<file path="config.mk">
export PLATFORM = sky130hd
export DESIGN_NAME = pattern_escape_decoder_unit
export DESIGN_NICKNAME = d
export VERILOG_FILES = /design/src/hw/rtl/pedec_pkg.sv /design/src/hw/rtl/pattern_escape_decoder_unit.sv
export SDC_FILE = /design/constraint.sdc
export NUM_CORES = 1
export LEC_CHECK = 0
export BUFFER_PORTS_ARGS = -buffer_cell sky130_fd_sc_hd__buf_2
export CORE_MARGIN = 3
export CORE_UTILIZATION = 45
export CTS_BUF_LIST = sky130_fd_sc_hd__clkbuf_4 sky130_fd_sc_hd__clkbuf_8
export DETAILED_ROUTE_END_ITERATION = 8
export SYNTH_ARGS = -nofsm -noshare
export SYNTH_HDL_FRONTEND = slang
export SYNTH_SLANG_ARGS = --single-unit
export TNS_END_PERCENT = 5
</file>
<file path="constraint.sdc">
create_clock -name i_clk -period 3.2 [get_ports i_clk]
set_input_delay 0.48 -clock i_clk [delete_from_list [all_inputs] [get_ports i_clk]]
set_output_delay 0.48 -clock i_clk [all_outputs]
set_load 0.1 [all_outputs]
</file>
<file path="src/hw/rtl/pedec_pkg.sv">
`default_nettype none

package pedec_pkg;

    typedef enum logic [2:0] {
        MODE_NORMAL  = 3'd0,
        MODE_ESC     = 3'd1,
        MODE_HEX_HI  = 3'd2,
        MODE_HEX_LO  = 3'd3,
        MODE_MASK_HI = 3'd4,
        MODE_MASK_LO = 3'd5,
        MODE_LETTER  = 3'd6,
        MODE_HALT    = 3'd7
    } t_mode;

    typedef enum logic [1:0] {
        KIND_DATA = 2'd0,
        KIND_END  = 2'd1,
        KIND_BAD  = 2'd2,
        KIND_LONG = 2'd3
    } t_kind;

    localparam logic [8:0]  COUNT_MAX = 9'd511;

    localparam logic [7:0] CH_NUL   = 8'h00;
    localparam logic [7:0] CH_TAB   = 8'h09;
    localparam logic [7:0] CH_LF    = 8'h0a;
    localparam logic [7:0] CH_CR    = 8'h0d;
    localparam logic [7:0] CH_STAR  = 8'h2a;
    localparam logic [7:0] CH_BSL   = 8'h5c;
    localparam logic [7:0] CH_X     = 8'h78;
    localparam logic [7:0] CH_M     = 8'h6d;
    localparam logic [7:0] CH_I     = 8'h69;
    localparam logic [7:0] CASE_BIT = 8'h20;

    // bit 4 set: not a hex digit
    function automatic logic [4:0] hex_value(input logic [7:0] c);
        logic [7:0] low;
        logic [7:0] d;
        low = c | CASE_BIT;
        if (c > 8'h2f && c < 8'h3a) begin
            d = c - 8'h30;
            hex_value = {1'b0, d[3:0]};
        end else if (low > 8'h60 && low < 8'h67) begin
            d = low - 8'h57;
            hex_value = {1'b0, d[3:0]};
        end else begin
            hex_value = 5'h10;
        end
    endfunction

    // bit 8 set: unknown escape
    function automatic logic [8:0] simple_escape(input logic [7:0] c);
        case (c)
            8'h2a:   simple_escape = 9'h02a;
            8'h73:   simple_escape = 9'h020;
            8'h5c:   simple_escape = 9'h05c;
            8'h72:   simple_escape = 9'h00d;
            8'h6e:   simple_escape = 9'h00a;
            8'h74:   simple_escape = 9'h009;
            8'h30:   simple_escape = 9'h000;
            8'h62:   simple_escape = 9'h008;
            8'h61:   simple_escape = 9'h007;
            8'h71:   simple_escape = 9'h03f;
            8'h53:   simple_escape = 9'h027;
            default: simple_escape = 9'h100;
        endcase
    endfunction

endpackage

`default_nettype wire

</file>
<file path="src/hw/rtl/pattern_escape_decoder_unit.sv">
// Decodes a host pattern one raw character per beat: plain characters pass, '*' becomes 0x00,
// backslash escapes (\x, \m, \i and the one-letter forms) give one byte each, and NUL, LF, CR
// or TAB end the pattern. Each result beat carries the byte, its kind (data, end, bad escape,
// too long) and the running count. After an end or error, input is dropped until a beat with
// string_start. A character is taken every cycle while o_in_stall is low; its result passes
// through the input register and the combinational parser into the result register.
// A pattern longer than MAX_RAW_LEN raw characters without a NUL ends as too long.
`default_nettype none

module pattern_escape_decoder_unit #(
    parameter int MAX_RAW_LEN = 256
) (
    input  wire logic       i_clk,
    input  wire logic       i_rst_n,
    input  wire logic       i_in_valid,
    output logic            o_in_stall,
    input  wire logic [7:0] i_char_in,
    input  wire logic       i_string_start,
    output logic            o_out_valid,
    input  wire logic       i_out_stall,
    output logic [7:0]      o_byte_out,
    output logic [1:0]      o_kind,
    output logic [8:0]      o_byte_count
);
    import pedec_pkg::*;

    localparam int              RawW   = $clog2(MAX_RAW_LEN + 1);
    localparam logic [RawW-1:0] RawMax = RawW'(MAX_RAW_LEN);

    logic         r_in_valid;
    logic [7:0]   r_char;
    logic         r_start;

    t_mode        r_mode, n_mode, c_mode;
    logic [3:0]   r_hi, n_hi, c_hi;
    logic [RawW-1:0] r_raw, n_raw, c_raw;
    logic [8:0]   r_cnt, n_cnt, c_cnt;
    logic [7:0]   r_held, n_held, c_held;
    logic         r_mask, n_mask, c_mask;

    logic         r_out_valid;
    logic [7:0]   r_byte;
    t_kind        r_kind;
    logic [8:0]   r_count;

    logic         out_free;
    logic         adv;
    logic         res_v;
    logic [7:0]   res_byte;
    t_kind        res_kind;
    logic [8:0]   res_count;
    logic         give_b;
    logic         give_e;
    t_kind        e_kind;
    logic [7:0]   b_val;
    logic [4:0]   hx;
    logic [8:0]   esc;
    logic [7:0]   lc;

    assign out_free   = !r_out_valid || !i_out_stall;
    assign adv        = r_in_valid && out_free;
    assign o_in_stall = r_in_valid && !out_free;

    assign c_mode = r_start ? MODE_NORMAL : r_mode;
    assign c_hi   = r_start ? 4'd0 : r_hi;
    assign c_raw  = r_start ? '0 : r_raw;
    assign c_cnt  = r_start ? 9'd0 : r_cnt;
    assign c_held = r_start ? 8'd0 : r_held;
    assign c_mask = r_start ? 1'b0 : r_mask;

    assign hx  = hex_value(r_char);
    assign esc = simple_escape(r_char);
    assign lc  = r_char | CASE_BIT;

    always_comb begin
        n_mode    = c_mode;
        n_hi      = c_hi;
        n_raw     = c_raw;
        n_cnt     = c_cnt;
        n_held    = c_held;
        n_mask    = c_mask;
        give_b    = 1'b0;
        give_e    = 1'b0;
        e_kind    = KIND_END;
        b_val     = 8'd0;
        res_v     = 1'b0;
        res_byte  = 8'd0;
        res_kind  = KIND_DATA;
        res_count = c_cnt;
        if (c_mode == MODE_HALT) begin
            n_mode = MODE_HALT;
        end else if (c_mode == MODE_NORMAL && c_raw >= RawMax) begin
            give_e = 1'b1;
            e_kind = (r_char == CH_NUL) ? KIND_END : KIND_LONG;
        end else begin
            if (c_raw < RawMax) begin
                n_raw = c_raw + 1'b1;
            end
            unique case (c_mode)
                MODE_NORMAL: begin
                    if (r_char == CH_NUL || r_char == CH_LF || r_char == CH_CR
                        || r_char == CH_TAB) begin
                        give_e = 1'b1;
                    end else if (r_char == CH_BSL) begin
                        n_mode = MODE_ESC;
                    end else begin
                        give_b = 1'b1;
                        b_val  = (r_char == CH_STAR) ? 8'd0 : r_char;
                    end
                end
                MODE_ESC: begin
                    if (r_char == CH_X || r_char == CH_M) begin
                        n_mask = (r_char == CH_M);
                        n_mode = MODE_HEX_HI;
                    end else if (r_char == CH_I) begin
                        n_mode = MODE_LETTER;
                    end else if (esc[8]) begin
                        give_e = 1'b1;
                        e_kind = KIND_BAD;
                    end else begin
                        n_mode = MODE_NORMAL;
                        give_b = 1'b1;
                        b_val  = esc[7:0];
                    end
                end
                MODE_HEX_HI, MODE_MASK_HI: begin
                    if (hx[4]) begin
                        give_e = 1'b1;
                        e_kind = KIND_BAD;
                    end else begin
                        n_hi   = hx[3:0];
                        n_mode = (c_mode == MODE_HEX_HI) ? MODE_HEX_LO : MODE_MASK_LO;
                    end
                end
                MODE_HEX_LO: begin
                    if (hx[4]) begin
                        give_e = 1'b1;
                        e_kind = KIND_BAD;
                    end else if (c_mask) begin
                        n_held = {c_hi, hx[3:0]};
                        n_mode = MODE_MASK_HI;
                    end else begin
                        n_mode = MODE_NORMAL;
                        give_b = 1'b1;
                        b_val  = {c_hi, hx[3:0]};
                    end
                end
                MODE_MASK_LO: begin
                    if (hx[4]) begin
                        give_e = 1'b1;
                        e_kind = KIND_BAD;
                    end else begin
                        n_mode = MODE_NORMAL;
                        n_mask = 1'b0;
                        give_b = 1'b1;
                        b_val  = c_held;
                    end
                end
                MODE_LETTER: begin
                    if (lc > 8'h7a || lc < 8'h61) begin
                        give_e = 1'b1;
                        e_kind = KIND_BAD;
                    end else begin
                        n_mode = MODE_NORMAL;
                        give_b = 1'b1;
                        b_val  = r_char;
                    end
                end
                MODE_HALT: begin
                    n_mode = MODE_HALT;
                end
            endcase
        end
        if (give_b) begin
            if (c_cnt < COUNT_MAX) begin
                n_cnt = c_cnt + 9'd1;
            end
            res_v     = 1'b1;
            res_byte  = b_val;
            res_kind  = KIND_DATA;
            res_count = n_cnt;
        end
        if (give_e) begin
            n_mode    = MODE_HALT;
            res_v     = 1'b1;
            res_byte  = 8'd0;
            res_kind  = e_kind;
            res_count = c_cnt;
        end
    end

    always_ff @(posedge i_clk) begin
        if (!i_rst_n) begin
            r_in_valid <= 1'b0;
        end else if (!o_in_stall) begin
            r_in_valid <= i_in_valid;
        end
    end

    always_ff @(posedge i_clk) begin
        if (!o_in_stall) begin
            r_char  <= i_char_in;
            r_start <= i_string_start;
        end
    end

    always_ff @(posedge i_clk) begin
        if (!i_rst_n) begin
            r_mode <= MODE_NORMAL;
            r_hi   <= 4'd0;
            r_raw  <= '0;
            r_cnt  <= 9'd0;
            r_held <= 8'd0;
            r_mask <= 1'b0;
        end else if (adv) begin
            r_mode <= n_mode;
            r_hi   <= n_hi;
            r_raw  <= n_raw;
            r_cnt  <= n_cnt;
            r_held <= n_held;
            r_mask <= n_mask;
        end
    end

    always_ff @(posedge i_clk) begin
        if (!i_rst_n) begin
            r_out_valid <= 1'b0;
        end else if (out_free) begin
            r_out_valid <= r_in_valid && res_v;
        end
    end

    always_ff @(posedge i_clk) begin
        if (out_free) begin
            r_byte  <= res_byte;
            r_kind  <= res_kind;
            r_count <= res_count;
        end
    end

    assign o_out_valid  = r_out_valid;
    assign o_byte_out   = r_byte;
    assign o_kind       = r_kind;
    assign o_byte_count = r_count;

    a_end_halts: assert property (@(posedge i_clk) disable iff (!i_rst_n)
        (adv && give_e) |=> (r_mode == MODE_HALT))
        else $error("parser not halted after end beat");

    a_data_count: assert property (@(posedge i_clk) disable iff (!i_rst_n)
        (o_out_valid && o_kind == KIND_DATA) |-> (o_byte_count != 9'd0))
        else $error("data beat with zero count");

    a_raw_bound: assert property (@(posedge i_clk) disable iff (!i_rst_n)
        r_raw <= RawMax)
        else $error("raw index past limit");

    a_escape_raw: assert property (@(posedge i_clk) disable iff (!i_rst_n)
        (r_mode != MODE_NORMAL && r_mode != MODE_HALT) |-> (r_raw != '0))
        else $error("escape state with no raw characters");

    a_halt_silent: assert property (@(posedge i_clk) disable iff (!i_rst_n)
        (adv && !r_start && r_mode == MODE_HALT) |-> !res_v)
        else $error("result while halted");

endmodule

`default_nettype wire

</file>
Word-level counts from Yosys, hierarchy flattened
Cells that the tools add are included.
W data, S select, Z words.
{"block": "op_classes", "magnitude_cmp": 9, "bitwise_logic": 2, "muxes": 87, "add_sub_neg": 4, "reduce_logical": 21, "eq_ne": 24}
{"op": "$mux W8", "n": 16}
{"op": "$pmux W9 S11", "n": 1}
{"op": "$eq A8 B7 Y1 const B", "n": 12}
{"op": "$mux W9", "n": 8}
{"op": "$mux W3", "n": 15}
{"op": "$pmux W8 S5", "n": 1}
{"op": "$mux W1", "n": 27}
{"op": "$eq A8 B4 Y1 const B", "n": 3}
{"op": "$mux W4", "n": 5}
{"op": "$add A9 B1 Y9 const B", "n": 2}
{"op": "$lt A9 B9 Y1 const B", "n": 2}
{"op": "$pmux W3 S6", "n": 1}
{"op": "$eq A8 B6 Y1 const B", "n": 2}
{"op": "$gt A8 B7 Y1 const B", "n": 2}
{"op": "$lt A8 B7 Y1 const B", "n": 2}
{"op": "$mux W2", "n": 7}
{"op": "$eq A3 B3 Y1 const B", "n": 4}
{"op": "$mux W5", "n": 2}
{"op": "$ge A9 B9 Y1 const B", "n": 1}
{"op": "$gt A8 B6 Y1 const B", "n": 1}
{"op": "$logic_not A8 Y1", "n": 1}
{"op": "$lt A8 B6 Y1 const B", "n": 1}
{"op": "$reduce_or A4 Y1", "n": 2}
{"op": "$eq A3 B2 Y1 const B", "n": 2}
{"op": "13 further kinds", "n": 27}
{"block": "word_totals", "out_inout_bits": 21, "in_bits": 13, "regBits": 64, "word_cells": 161}

Depth between registers and ports, before layout
{"block": "logic_depth", "ltp_word": 11, "ltp_mapped": 11, "depth_no_buf": 9}

Worst setup path after synthesis
No wires, ideal clock.
{"block": "synth_timing", "kind": "register to register", "from": "register r_out_valid (netlist: o_out_valid)", "to": "register r_held[2]", "required_ns": 3.072, "t_arrival_ns": 2.671, "synth_period_minus_slack_ns": 2.798, "slack_ns": 0.402, "path_buffers": 2, "setup_time_ns": 0.128, "stages_incl_launch_ff": 8, "path_cell_list": "dfxtp_1 -> nand2_1 -> and2_1 -> clkbuf_1 -> and2_1 -> buf_2 -> a22oi_1 -> nor2_1"}
{"block": "synth_via", "elab_chain_len": 3}
{"element": "start, declared", "line_no": "pattern_escape_decoder_unit.sv:41", "text": "logic r_out_valid;"}
{"element": "start signal, assigned", "line_no": "pattern_escape_decoder_unit.sv:229", "text": "r_out_valid <= r_in_valid && res_v;"}
{"element": "$logic_not A1 Y1", "line_no": "pattern_escape_decoder_unit.sv:60", "text": "assign out_free = !r_out_valid || !i_out_stall;"}
{"element": "$logic_or A1 B1 Y1", "line_no": "pattern_escape_decoder_unit.sv:60"}
{"element": "$logic_and A1 B1 Y1", "line_no": "pattern_escape_decoder_unit.sv:61", "text": "assign adv = r_in_valid && out_free;"}
{"element": "end signal, assigned", "line_no": "pattern_escape_decoder_unit.sv:220", "text": "r_held <= n_held;"}
{"element": "end, declared", "line_no": "pattern_escape_decoder_unit.sv:38", "text": "logic [7:0] r_held, n_held, c_held;"}
Every way passes these cells.
A chain may end at the register's enable or synchronous reset.

Final worst setup path
{"block": "layout_timing", "from": "register r_char[0]", "to": "register r_held[2]"}
{"block": "layout_via", "elab_chain_len": 9, "elab_cells_between_ends": 15, "cone_classes": "add/sub: 2; order compare: 4; mux: 7; reduce/logical: 2"}
{"element": "start, declared", "line_no": "pattern_escape_decoder_unit.sv:31", "text": "logic [7:0] r_char;"}
{"element": "start signal, assigned", "line_no": "pattern_escape_decoder_unit.sv:202", "text": "r_char <= i_char_in;"}
{"element": "$gt A8 B7 Y1 / $lt A8 B7 Y1 (equally long branches)", "line_no": "pedec_pkg.sv:44", "text": "end else if (low > 8'h60 && low < 8'h67) begin"}
{"element": "$logic_and A1 B1 Y1", "line_no": "pedec_pkg.sv:44"}
{"element": "$mux W5", "line_no": "pedec_pkg.sv:44"}
{"element": "$mux W5 *", "line_no": "pedec_pkg.sv:41", "text": "if (c > 8'h2f && c < 8'h3a) begin"}
{"element": "$mux W8", "line_no": "pattern_escape_decoder_unit.sv:139", "text": "end else if (c_mask) begin"}
{"element": "$mux W8 *", "line_no": "pattern_escape_decoder_unit.sv:136", "text": "if (hx[4]) begin"}
{"element": "$mux W8 *", "line_no": "pattern_escape_decoder_unit.sv:99", "text": "unique case (c_mode)"}
{"element": "$mux W8 *", "line_no": "pattern_escape_decoder_unit.sv:92", "text": "end else if (c_mode == MODE_NORMAL && c_raw >= RawMax) begin"}
{"element": "$mux W8 *", "line_no": "pattern_escape_decoder_unit.sv:90", "text": "if (c_mode == MODE_HALT) begin"}
Every way passes the cells marked *; elsewhere a longest branch is shown, timed or not.

==> reports/qor.yml <==
p_per_area_nw_per_um2: 485
grt_max_degree: 21
rows: 33
clk_path_buf_depth: 2
synth_seq_cells: 64
worstSetupPathType: "flip-flop to flip-flop"
syn_avg_cell_area_um2: 8.94
dp.cells: 562
syn_area_um2: 3900
antenna_found_initial: 0
ant_nets: 0
vias_per_cell: 6.16
first_pass_iters: 6
p_leak_nw: 1.59
io_pins: 34
dieArea_um2: 9810
final_hold_viol_count: 0
clk_latency_ns: 0.35
wire_per_inst_um: 18.2
num-nets-final: 488
die_w_um: 99.1
seq_area_frac_synth_pct: 40.1
cts-buffers-inserted: 9
fin_worst_skew_ns: 0.0104
htree_levels: 3
yosys.cell_types.count: 80
irDropWorstVdd_uv: 202
holdCritPathClass: "primary input to flip-flop"
drc: 0
setup-violations-final: 0
worst_setup_path_start_kind: "flip-flop"
path_max_fanout: 9
grt_pass1_wl_mm: 17.0
core_um2: 8300
synth_cells: 436
maxCapViolations: 0
post_cts_buffers: 0
final_cells: 578
wl_mm: 10.5
synth_edf_count: 28
cp_slowest_cell: "edfxtp_1"
finalPower_mw: 2.13
grtUsageTotal_pct: 21.8
dp_hpwl_mm: 7.61
slew_headroom_pct: 47.6
place_congestion: 0.940
max_slew.worst_pin.slew_ns: 0.780
overflow: 0
arrival_ns: 3.09
dieHeight_um: 99.1
cp_cell_sequence: "ha_1 > a21oi_1 > a31o_2 > nand3_1 > nor4b_2 > o21ai_1 > a22oi_1 > nor2_1"
cts_tree: "built"
worst_path_largest_cell_delay_ns: 0.53
diodes: 0
cts_root_buffer: "clkbuf_8"
clkSlewWorstSetupHoldPaths_ns: 0.08
grt_pass1_vias: 3240
drive_above_1_share_pct: 20.7
cts.sinks: 64
rsz0062_at_grt: "no"
yosys_warnings: 0
syn_nets: 456
critPathRequiredTime_ns: 3.41
fmax_mhz: 347
tns_ns: 0
slew_violations: 0
finalCritPeriodShare_pct: 90.0
initial_core_util_pct: 46.9
end_kind: "flip-flop"
syn2layout_area_growth_pct: 12.7
fin_crit_ns: 2.88
status: "finished clean"
drt-initial-drc-count: 335
vias: 3560
ys.flop_type: "dfxtp_1"
portBuffers: 33
async_flop_share_pct: 0
## through the flow
step           utilization, %  worst slack (ns)  instance area (um^2)  hold WS [ns]
4_1_cts                  52.8             0.233                  4380         0.285
2_1_floorplan               -             0.402                  3900         0.445
3_3_place_gp             50.3             0.311                  4170         0.455
5_1_grt                  52.9            0.0920                  4390         0.292
3_5_place_dp             50.3             0.256                  4170         0.476
6_report                 52.9             0.320                  4390         0.299
## placed cells by master, fill, tap and decap left out, types with 8 or more instances in the layout
cell	netlist	routed
a22oi_1	10	10
nand2b_1	8	8
nand2_1	42	42
or3_1	11	11
edfxtp_1	28	28
nor2b_1	11	11
dfxtp_1	36	36
nor3_1	11	11
o21ai_0	20	20
clkbuf_8	0	10
buf_2	7	33
buf_4	2	14
nand3_1	15	15
a21oi_1	25	25
nor2_1	49	49
## routing by layer
| metal | vias to the layer above | share of wire, % | track usage, % |
|---|---|---|---|
| met5 | - | 0 | 0 |
| met4 | 0 | 1.2 | 6.93 |
| met3 | 13 | 7.7 | 4.95 |
| met2 | 141 | 43 | 32.0 |
| met1 | 1694 | 48 | 31.9 |
| li1 | 1712 | - | - |
## power by group
| part | total (mW) | switching (mW) | leakage (nW) | internal [mW] |
|---|---|---|---|---|
| Sequential | 0.945 | 0.0482 | 0.605 | 0.897 |
| Clock | 0.733 | 0.350 | 0.0989 | 0.384 |
| Combinational | 0.450 | 0.348 | 0.886 | 0.102 |
| Total | 2.13 | 0.746 | 1.59 | 1.38 |
## flip-flops by register name, indices dropped and copies added, names as in the netlist
| signal | count |
|---|---|
| o_kind | 2 |
| r_start | 1 |
| o_out_valid | 1 |
| r_char | 8 |
| r_mask | 1 |
| o_byte_count | 9 |
| r_in_valid | 1 |
| r_held | 8 |
| r_hi | 4 |
| r_cnt | 9 |
| o_byte_out | 8 |
| r_raw | 9 |
| r_mode | 3 |
## logic make-up (layout without fill, tap and decap cells)
group / count (synthesis) / in the layout / share of synthesized area (%)
and+or+nand+nor: 200 / 200 / 28.2
muxes: 2 / 2 / 0.546
adders and majority gates: 7 / 7 / 2.25
buffers and inverters: 33 / 70 / 3.89
DFF: 64 / 64 / 40.1
xor gates and xnor gates: 7 / 7 / 1.57
AOI/OAI and AO/OA: 123 / 123 / 23.4
## path summary, 6_finish.rpt
kind,from,endpoint,slack (ns),depth (start not counted)
worst max-delay path,r_char[0],r_held[2],0.32,8
worst min-delay path,i_char_in[3],r_char[3],0.30,1
worst max register to register,r_char[0],r_held[2],0.32,8
worst min register to register,r_raw[5],r_raw[5],0.49,2
## synth_stat cells, types with 3 or more instances
library cell	instances	share of area [%]
nor2_1	49	4.7
nand2_1	42	4.0
dfxtp_1	36	18
edfxtp_1	28	22
a21oi_1	25	3.2
o21ai_0	20	2.6
nand3_1	15	1.9
clkbuf_1	14	1.3
nor2b_1	11	1.8
nor3_1	11	1.4
or3_1	11	1.8
a22oi_1	10	1.9
nand2b_1	8	1.3
a222oi_1	7	1.8
a31oi_1	7	1.1
and2_1	7	1.1
buf_2	7	0.90
ha_1	7	2.2
inv_1	6	0.58
nand3b_1	6	1.2
a32oi_1	5	1.1
or4_1	5	0.96
a21o_1	4	0.77
nand4b_1	4	0.90
o221a_2	4	1.2
or2_2	4	0.64
xor2_1	4	0.90
a211oi_1	3	0.58
nand4_1	3	0.48
o22ai_1	3	0.48
or3b_1	3	0.67
xnor2_1	3	0.67
## area by class of cell
type,count,area (um^2)
Clock inverter,6,67.6
Multi-Input combinational cell,339,2200
Fill cell,748,3910
Sequential cell,64,1560
Clock buffer,10,138
Tap cell,105,131
Timing Repair Buffer,47,270
Inverter,7,26.3
## worst max-delay path, delay by kind of cell, from the launching register on
| kind | cells | cell delay (ns) |
|---|---|---|
| AND/OR/NAND/NOR | 3 | 0.75 |
| AO/OA/AOI/OAI | 4 | 1.15 |
| flip-flops | 1 | 0.53 |
| adder cells (fa/ha/maj) | 1 | 0.31 |
## what timing repair did
action                     CTS  global route
setup endpoints to repair    0             1
gates resized for setup      0             2
hold buffers                 0             0
(Power assumes the default switching activity.)
